`src/hdl/assert_macros.svh`:
```
// assertion macros used by integer_set_table_unit
// no dependencies; expands to nothing when SYNTH is defined
`ifndef ASSERT_MACROS_SVH
`define ASSERT_MACROS_SVH
`ifndef SYNTH
// condition must hold at every edge out of reset
`define ASSERT_ALWAYS(lbl, cond) \
    lbl: assert property (@(posedge clk) disable iff (!rst_n) (cond)) \
        else $error("assertion failed");
// consequent must hold in the cycle after the antecedent
`define ASSERT_NEXT(lbl, ante, cons) \
    lbl: assert property (@(posedge clk) disable iff (!rst_n) (ante) |=> (cons)) \
        else $error("assertion failed");
`else
`define ASSERT_ALWAYS(lbl, cond)
`define ASSERT_NEXT(lbl, ante, cons)
`endif
`endif

```
`src/hdl/ist_pkg.sv`:
```
// shared types and constants of the integer set table
// no dependencies
package ist_pkg;

    localparam int CAPACITY_DEF = 64;
    localparam int ELEM_W       = 32;
    localparam int VAL_W        = 31;
    localparam int POS_W        = 6;
    localparam int COUNT_W      = 7;

    typedef enum logic [1:0] {
        CMD_ADD    = 2'd0,
        CMD_REMOVE = 2'd1,
        CMD_CLEAR  = 2'd2,
        CMD_FIND   = 2'd3
    } cmd_code_t;

    typedef enum logic [2:0] {
        ST_ADDED   = 3'd0,
        ST_DUP     = 3'd1,
        ST_NEG     = 3'd2,
        ST_FULL    = 3'd3,
        ST_REMOVED = 3'd4,
        ST_ABSENT  = 3'd5,
        ST_CLEARED = 3'd6,
        ST_FOUND   = 3'd7
    } status_t;

    typedef enum logic [3:0] {
        S_IDLE = 4'b0001,
        S_CMP  = 4'b0010,
        S_RES  = 4'b0100,
        S_UPD  = 4'b1000
    } state_t;

    // per-cell control, driven by the sequencer
    typedef struct packed {
        logic compare;
        logic load;
        logic shift;
    } ist_cell_ctl_t;

endpackage

```
`src/hdl/ist_cmd_if.sv`:
```
// command channel: valid/ready with command code and element
// depends on ist_pkg
interface ist_cmd_if import ist_pkg::*; ();
    logic                     valid;
    logic                     ready;
    logic [1:0]               command;
    logic signed [ELEM_W-1:0] element;

    modport source (output valid, output command, output element, input ready);
    modport sink (input valid, input command, input element, output ready);
endinterface

```
`src/hdl/ist_rsp_if.sv`:
```
// response channel: valid/ready with status, position and count
// depends on ist_pkg
interface ist_rsp_if import ist_pkg::*; ();
    logic               valid;
    logic               ready;
    logic [2:0]         status;
    logic [POS_W-1:0]   position;
    logic [COUNT_W-1:0] count;

    modport source (output valid, output status, output position, output count, input ready);
    modport sink (input valid, input status, input position, input count, output ready);
endinterface

```
`src/hdl/ist_cell.sv`:
```
// one table slot: stored value, compare to key, load key, shift from neighbor
// depends on ist_pkg
module ist_cell import ist_pkg::*;
(
    input  logic              clk,
    input  logic              rst_n,
    input  ist_cell_ctl_t     ctl,
    input  logic [VAL_W-1:0]  key,
    input  logic [VAL_W-1:0]  nb_entry,
    input  logic              occupied,
    output logic [VAL_W-1:0]  entry,
    output logic              match
);

    logic [VAL_W-1:0] entry_reg;
    logic             match_reg;
    logic             match_next;

    assign match_next = ctl.compare & occupied & (entry_reg == key);

    always_ff @(posedge clk)
    begin
        if (ctl.load)
        begin
            entry_reg <= key;
        end
        else if (ctl.shift)
        begin
            entry_reg <= nb_entry;
        end
    end

    always_ff @(posedge clk or negedge rst_n)
    begin
        if (!rst_n)
        begin
            match_reg <= 1'b0;
        end
        else
        begin
            match_reg <= match_next;
        end
    end

    assign entry = entry_reg;
    assign match = match_reg;

endmodule

```
`src/hdl/integer_set_table_unit.sv`:
```
// integer set table: insertion-ordered set of non-negative values in a row of cells
// depends on ist_pkg, ist_cmd_if, ist_rsp_if, ist_cell, assert_macros.svh
// each command word runs through the compare, resolve and update steps
// update stalls while a response word waits; the next command enters as it completes
// reset: count cleared, no response pending; stored values are left as they are
`include "assert_macros.svh"
module integer_set_table_unit import ist_pkg::*;
#(
    parameter int CAPACITY = CAPACITY_DEF
)
(
    input  logic       clk,
    input  logic       rst_n,
    ist_cmd_if.sink    cmd,
    ist_rsp_if.source  rsp
);

    localparam int IDX_W = (CAPACITY > 1) ? $clog2(CAPACITY) : 1;
    localparam int CNT_W = $clog2(CAPACITY + 1);

    // sequencer state
    state_t                state_reg, state_next;
    cmd_code_t             code_reg;
    logic [ELEM_W-1:0]     elem_reg;
    logic [CNT_W-1:0]      count_reg, count_next;

    // resolved search result
    logic                  hit_reg;
    logic [IDX_W-1:0]      pos_reg;
    logic                  hit_next;
    logic [IDX_W-1:0]      pos_next;

    // output register
    logic                  out_valid_reg, out_valid_next;
    status_t               status_reg, status_next;
    logic [POS_W-1:0]      position_reg, position_next;
    logic [COUNT_W-1:0]    out_count_reg, out_count_next;

    // cell row
    logic [VAL_W-1:0]      key;
    logic                  key_neg;
    logic [CAPACITY-1:0]   match_vec;
    logic [VAL_W-1:0]      entry_vec [CAPACITY];
    ist_cell_ctl_t         cell_ctl  [CAPACITY];

    logic                  upd_fire;
    logic                  do_load;
    logic                  do_shift;
    logic                  accept;

    assign key     = elem_reg[VAL_W-1:0];
    assign key_neg = elem_reg[ELEM_W-1];

    // update step completes once the output register can take a word
    assign upd_fire = (state_reg == S_UPD) && (!out_valid_reg || rsp.ready);

    // a new command enters at idle, or right as the previous one retires
    assign cmd.ready = (state_reg == S_IDLE) || upd_fire;
    assign accept    = cmd.valid && cmd.ready;

    // ---------------------------------------------------------------
    // cells: each compares its value, loads on append, or takes its
    // right neighbor's value when a removal closes the gap
    // ---------------------------------------------------------------
    genvar gi;
    generate
        for (gi = 0; gi < CAPACITY; gi++)
        begin : g_cell
            logic [VAL_W-1:0] nb;
            if (gi == CAPACITY - 1)
            begin : g_last
                assign nb = entry_vec[gi];
            end
            else
            begin : g_mid
                assign nb = entry_vec[gi + 1];
            end

            assign cell_ctl[gi].compare = (state_reg == S_CMP) && !key_neg;
            assign cell_ctl[gi].load    = do_load && (count_reg == CNT_W'(gi));
            assign cell_ctl[gi].shift   = do_shift && (IDX_W'(gi) >= pos_reg);

            ist_cell u_cell
            (
                .clk      (clk),
                .rst_n    (rst_n),
                .ctl      (cell_ctl[gi]),
                .key      (key),
                .nb_entry (nb),
                .occupied (CNT_W'(gi) < count_reg),
                .entry    (entry_vec[gi]),
                .match    (match_vec[gi])
            );
        end
    endgenerate

    // values are unique, so at most one cell matches: or-reduce the index
    always_comb
    begin
        pos_next = '0;
        for (int i = 0; i < CAPACITY; i++)
        begin
            if (match_vec[i])
            begin
                pos_next = pos_next | IDX_W'(i);
            end
        end
        hit_next = |match_vec;
    end

    // ---------------------------------------------------------------
    // command decode for the update step
    // ---------------------------------------------------------------
    always_comb
    begin
        do_load     = 1'b0;
        do_shift    = 1'b0;
        count_next  = count_reg;
        status_next = ST_ABSENT;
        case (code_reg)
            CMD_ADD:
            begin
                if (key_neg)
                begin
                    status_next = ST_NEG;
                end
                else if (hit_reg)
                begin
                    status_next = ST_DUP;
                end
                else if (count_reg == CNT_W'(CAPACITY))
                begin
                    status_next = ST_FULL;
                end
                else
                begin
                    status_next = ST_ADDED;
                    do_load     = upd_fire;
                    count_next  = count_reg + 1'b1;
                end
            end
            CMD_REMOVE:
            begin
                if (hit_reg)
                begin
                    status_next = ST_REMOVED;
                    do_shift    = upd_fire;
                    count_next  = count_reg - 1'b1;
                end
            end
            CMD_CLEAR:
            begin
                status_next = ST_CLEARED;
                count_next  = '0;
            end
            CMD_FIND:
            begin
                if (hit_reg)
                begin
                    status_next = ST_FOUND;
                end
            end
            default:
            begin
                status_next = ST_ABSENT;
            end
        endcase
    end

    // position is only reported for found and removed
    assign position_next = (status_next == ST_FOUND || status_next == ST_REMOVED)
                           ? POS_W'(pos_reg) : '0;

    // ---------------------------------------------------------------
    // sequencer and output register
    // ---------------------------------------------------------------
    always_comb
    begin
        state_next     = state_reg;
        out_valid_next = out_valid_reg;
        out_count_next = out_count_reg;
        if (out_valid_reg && rsp.ready)
        begin
            out_valid_next = 1'b0;
        end
        case (state_reg)
            S_IDLE:
            begin
                if (accept)
                begin
                    state_next = S_CMP;
                end
            end
            S_CMP:
            begin
                state_next = S_RES;
            end
            S_RES:
            begin
                state_next = S_UPD;
            end
            S_UPD:
            begin
                if (upd_fire)
                begin
                    out_valid_next = 1'b1;
                    out_count_next = COUNT_W'(count_next);
                    state_next     = accept ? S_CMP : S_IDLE;
                end
            end
            default:
            begin
                state_next = S_IDLE;
            end
        endcase
    end

    always_ff @(posedge clk or negedge rst_n)
    begin
        if (!rst_n)
        begin
            state_reg     <= S_IDLE;
            count_reg     <= '0;
            out_valid_reg <= 1'b0;
        end
        else
        begin
            state_reg     <= state_next;
            out_valid_reg <= out_valid_next;
            if (upd_fire)
            begin
                count_reg <= count_next;
            end
        end
    end

    // payload registers
    always_ff @(posedge clk)
    begin
        if (accept)
        begin
            code_reg <= cmd_code_t'(cmd.command);
            elem_reg <= cmd.element;
        end
        if (state_reg == S_RES)
        begin
            hit_reg <= hit_next;
            pos_reg <= pos_next;
        end
        if (upd_fire)
        begin
            status_reg    <= status_next;
            position_reg  <= position_next;
        end
        out_count_reg <= out_count_next;
    end

    assign rsp.valid    = out_valid_reg;
    assign rsp.status   = status_reg;
    assign rsp.position = position_reg;
    assign rsp.count    = out_count_reg;

    // ---------------------------------------------------------------
    // assertions
    // ---------------------------------------------------------------
    // count never runs past the capacity
    `ASSERT_ALWAYS(a_count_bound, count_reg <= CNT_W'(CAPACITY))
    // stored values are unique, so the search hits at most one cell
    `ASSERT_ALWAYS(a_single_match, $onehot0(match_vec))
    // count only moves when a command retires
    `ASSERT_NEXT(a_count_hold, !upd_fire, $stable(count_reg))
    // a successful add grows the set by exactly one
    `ASSERT_NEXT(a_add_grows, upd_fire && status_next == ST_ADDED,
                 count_reg == $past(count_reg) + 1'b1)

endmodule

```
`src/flat_wrapper.sv`:
```
// flat-port wrapper written by rule: the top's interface ports become plain ports
module integer_set_table_unit_flat import ist_pkg::*;
#(
    parameter int CAPACITY = CAPACITY_DEF
)
  (clk, rst_n, cmd_valid, cmd_command, cmd_element, cmd_ready, rsp_valid, rsp_status, rsp_position, rsp_count, rsp_ready);
  ist_cmd_if cmd_i ();
  ist_rsp_if rsp_i ();
  input  logic clk;
  input  logic rst_n;
  input wire logic [$bits(cmd_i.valid)-1:0] cmd_valid;
  input wire logic [$bits(cmd_i.command)-1:0] cmd_command;
  input wire logic [$bits(cmd_i.element)-1:0] cmd_element;
  output wire logic [$bits(cmd_i.ready)-1:0] cmd_ready;
  output wire logic [$bits(rsp_i.valid)-1:0] rsp_valid;
  output wire logic [$bits(rsp_i.status)-1:0] rsp_status;
  output wire logic [$bits(rsp_i.position)-1:0] rsp_position;
  output wire logic [$bits(rsp_i.count)-1:0] rsp_count;
  input wire logic [$bits(rsp_i.ready)-1:0] rsp_ready;
  assign cmd_i.valid = cmd_valid;
  assign cmd_i.command = cmd_command;
  assign cmd_i.element = cmd_element;
  assign cmd_ready = cmd_i.ready;
  assign rsp_valid = rsp_i.valid;
  assign rsp_status = rsp_i.status;
  assign rsp_position = rsp_i.position;
  assign rsp_count = rsp_i.count;
  assign rsp_i.ready = rsp_ready;
  integer_set_table_unit #(.CAPACITY(CAPACITY)) u_core (.clk(clk), .rst_n(rst_n), .cmd(cmd_i), .rsp(rsp_i));
endmodule
```
`config.mk`:
```
export PLATFORM = sky130hd
export DESIGN_NAME = integer_set_table_unit_flat
export DESIGN_NICKNAME = d
export VERILOG_FILES = /design/src/hdl/ist_pkg.sv /design/src/hdl/ist_cmd_if.sv /design/src/hdl/ist_rsp_if.sv /design/src/hdl/ist_cell.sv /design/src/hdl/integer_set_table_unit.sv /design/src/flat_wrapper.sv
export VERILOG_INCLUDE_DIRS = /design/src /design/src/hdl
export SDC_FILE = /design/constraint.sdc
export NUM_CORES = 2
export LEC_CHECK = 0
export BUFFER_PORTS_ARGS = -buffer_cell sky130_fd_sc_hd__buf_2
export CORE_MARGIN = 3
export CORE_UTILIZATION = 50
export CTS_CLUSTER_DIAMETER = 60
export DETAILED_ROUTE_END_ITERATION = 10
export GPL_ROUTABILITY_DRIVEN = 0
export GPL_TIMING_DRIVEN = 0
export PLACE_DENSITY_LB_ADDON = 0.12
export REMOVE_ABC_BUFFERS = 1
export SYNTH_ARGS = -nofsm -noshare
export SYNTH_HDL_FRONTEND = slang
export SYNTH_HIERARCHICAL = 1
export SYNTH_SLANG_ARGS = --single-unit
```
`constraint.sdc`:
```
create_clock -name clk -period 4 [get_ports clk]
set_clock_uncertainty 0.05 [all_clocks]
set_input_delay 0.4 -clock clk [delete_from_list [all_inputs] [get_ports clk]]
set_output_delay 0.4 -clock clk [all_outputs]
set_load 0.05 [all_outputs]
```
==> run metrics <==
core footprint 223000 um2; max incr delay on CP 1.22 ns; outcome finished with violations; clock-pin slew on the worst setup and hold paths 0.06 ns; Buffers & Inverters on Critical Path 0; first-pass GRT wire length 442000 um; Hold Vio Cnt, Final 0; reg2reg end u_core/g_cell[41].u_cell/entry[23]$_DFFE_PP_; CP required 4.44 ns; YS warnings 6; Iter 0 DRT Violations 4752; clock sinks 2117; Peak Freq 249 MHz; Setup crit end kind register; io pins 56; sequential-to-total area share from yosys stat 0.563; initial antenna violation count 15; Post-DRT Antenna Nets 0; synthesized area 112000 um2; sequential share of power 0.427; Min Hold Slack 0.0609 ns; Die Span Y 480 um; CP Cell Sequence nor2_1, nand3b_1, nor2_2, or2_2; final setup TNS -0.227 ns; FF-to-FF Start u_core/count_reg[2]$_DFFE_PN0P_; Initial Util 0.504; Slowest-stage cell, CP nor2_1; Worst EP arrival 4.45 ns; layout cells sized above 1 0.341; failing checks capacitance limit, slew limit, setup timing; P_leak 37.4 nW; # H-tree levels 4; clock buffer depth 3; crit path time final 4.01 ns; I/O Buffers 55; worst skew pair latency 0.88 ns; Levels on crit path 4; fraction of registers with async set or reset after synthesis 0.0359; Mapped Cells 7645; Comb pwr share 0.194; CTS Buf Count 227; clock network fraction of total power 0.379; DR vias/cell 5.83; DP HPWL 218000 um; Max-Cap Viols 1; post-synthesis cell type count 55; Yosys reg bits 2117; drt drc 0; Largest register FFs 1984; count of flip-flops with a built-in enable after synthesis 2041; largest net degree at the start of global routing 56; Rows 173; Final #Nets 8081; Final Slew Violations 7; Syn-to-layout area delta 17.4%; Tot Pwr 57.8 mW; clock tree from TritonCTS yes; Net Sw Frac 0.270; NetSw 15.6 mW; Setup CP Type reg2reg; Setup Viol. Count Final 27; CP max FO 31; VDD IR max 379 uV; fin worst setup slack -0.0101 ns; Top delay family on crit path simple AND/OR/NAND/NOR gates; worst slew pin tran 1.53 ns; clk root buf clkbuf_16; flop2flop setup slack -0.01 ns; fin crit share 1.00; Die W 480 um; worst relative slew slack -0.0222; Power Density 438 nW/um2; Syn Area/Cell 14.7 um2; main flop type after synthesis edfxtp_1; WL final 295000 um; pre-CTS setup slack -2.14 ns; vias in the first global route 69100; Initial DRT Pass Iterations 8; RSZ-0062 raised after global routing false; Wirelength per Cell 26.3 um; post-layout util 0.592; Int Pwr 42.2 mW; R2R depth 4; via count 65400; total die area 230000 um2; Worst setup SP type register; total grt overflow 0; Hold WC Path Type in2async; GRT Overall Usage 0.254
-- area by class of cell --
class / instances / area [um2]
diodes: 15 / 37.5
inverters: 21 / 86.3
clock inverters: 153 / 1730
flip-flops and latches: 2117 / 63200
repair buffers: 453 / 8660
repair inverters: 1 / 5.00
fillers: 16900 / 90900
clock buffers: 274 / 6030
multi-input cells: 5216 / 48400
well taps: 2975 / 3720
-- cells by family after synthesis --
family,after synthesis,share of synthesized area
buf+inv,329,0.0134
simple gates,1078,0.0621
fa+ha+maj,6,0.000668
flops,2117,0.563
xor+xnor,1988,0.155
compound gates,140,0.00691
mux,1987,0.199
-- synthesized netlist by cell type, types with 3 or more instances --
library cell / n / area share
mux2_1: 256 / 0.026
and3_1: 13 / 0.00072
nand2b_1: 7 / 0.00039
and2_1: 8 / 0.00045
edfxtp_1: 2041 / 0.55
or4_1: 5 / 0.00033
a21o_1: 5 / 0.00033
nor4b_1: 3 / 0.00023
nor3_1: 32 / 0.0014
buf_6: 4 / 0.00040
inv_1: 21 / 0.00070
xnor2_1: 834 / 0.065
nand3_1: 85 / 0.0038
nor4_2: 64 / 0.0071
buf_1: 3 / 0.00010
and4_1: 3 / 0.00023
nor2b_1: 7 / 0.00039
mux2_2: 1730 / 0.17
clkbuf_1: 107 / 0.0036
ha_1: 6 / 0.00067
or4_4: 64 / 0.0064
xor2_1: 1154 / 0.090
nand4_1: 262 / 0.015
a21oi_1: 68 / 0.0030
or3_1: 7 / 0.00039
nor4_1: 280 / 0.016
o21ai_0: 41 / 0.0018
buf_2: 193 / 0.0086
a31oi_1: 10 / 0.00056
nand2_1: 66 / 0.0022
or2_2: 75 / 0.0042
nor2_1: 89 / 0.0030
dfrtp_1: 75 / 0.017
-- worst reg2reg max path, stage by stage, from the launching register on --
cell and delay (ns):
dfrtp_4 0.67, nor2_1 1.24, nand3b_1 0.42, nor2_2 0.57, or2_2 0.66
-- what timing repair did --
| action | 4_1_cts | 5_1_grt |
|---|---|---|
| buffers inserted | 32 | 8 |
| endpoints found under the hold margin | 113 | 0 |
| hold buffers | 37 | 0 |
| gates resized for setup | 71 | 28 |
| pin swaps | 24 | 2 |
| cloned | 15 | 3 |
| setup endpoints to repair | 3982 | 1637 |
-- worst max path at each step --
stage                                     from                                      endpoint  slack (ns)
2_1_floorplan  u_core/state_reg[1]$_DFFE_PN0P_   u_core/g_cell[13].u_cell/entry[0]$_DFFE_PP_       -2.60
3_3_place_gp   u_core/count_reg[6]$_DFFE_PN0P_   u_core/g_cell[5].u_cell/entry[22]$_DFFE_PP_       -6.45
3_5_place_dp   u_core/state_reg[1]$_DFFE_PN0P_   u_core/g_cell[45].u_cell/entry[9]$_DFFE_PP_       -2.14
4_1_cts        u_core/count_reg[3]$_DFFE_PN0P_      u_core/g_cell[46].u_cell/match$_DFF_PN0_        0.05
5_1_grt        u_core/state_reg[1]$_DFFE_PN0P_   u_core/g_cell[36].u_cell/entry[9]$_DFFE_PP_       0.002
6_report       u_core/count_reg[2]$_DFFE_PN0P_  u_core/g_cell[41].u_cell/entry[23]$_DFFE_PP_       -0.01
-- cells in the final DEF (no fill, tap or decap), types with 49 or more instances in the layout --
cell type / n
edfxtp_1: 2041
mux2_2: 1730
xor2_1: 1154
xnor2_1: 834
nor4_1: 275
nand4_1: 262
mux2_1: 256
clkbuf_16: 233
buf_16: 232
nand3_1: 80
dfrtp_1: 69
a21oi_1: 68
nor4_2: 65
or4_4: 64
nand2_1: 62
buf_2: 54
clkinv_1: 49
-- per-stage QoR --
stage / cells / cell area [um2]
final: 11200 / 132000
after global routing: 11200 / 132000
after CTS: 11200 / 132000
after detailed placement: 10700 / 123000
after global placement: 10400 / 115000
after floorplan: 7337 / 111000
-- power by group through the flow --
| stage | registers [mW] | logic (mW) | clock network (mW) |
|---|---|---|---|
| after floorplan | 26.7 | 3.74 | 0 |
| after global placement | 28.7 | 4.65 | 0 |
| after detailed placement | 25.1 | 11.0 | 0 |
| after CTS | 24.6 | 11.1 | 22.3 |
| after global routing | 24.6 | 11.8 | 23.3 |
| final | 24.6 | 11.2 | 21.9 |
-- layer usage --
metal  vias to the layer above  global-route usage  wire (um)
li1                      29600                   -          -
met1                     33400               0.315     118000
met2                      1830               0.438     147000
met3                       597              0.0500      17500
met4                        10              0.0939      11500
met5                         -                   0         70
Note: power is estimated with default switching activity, not from simulation.
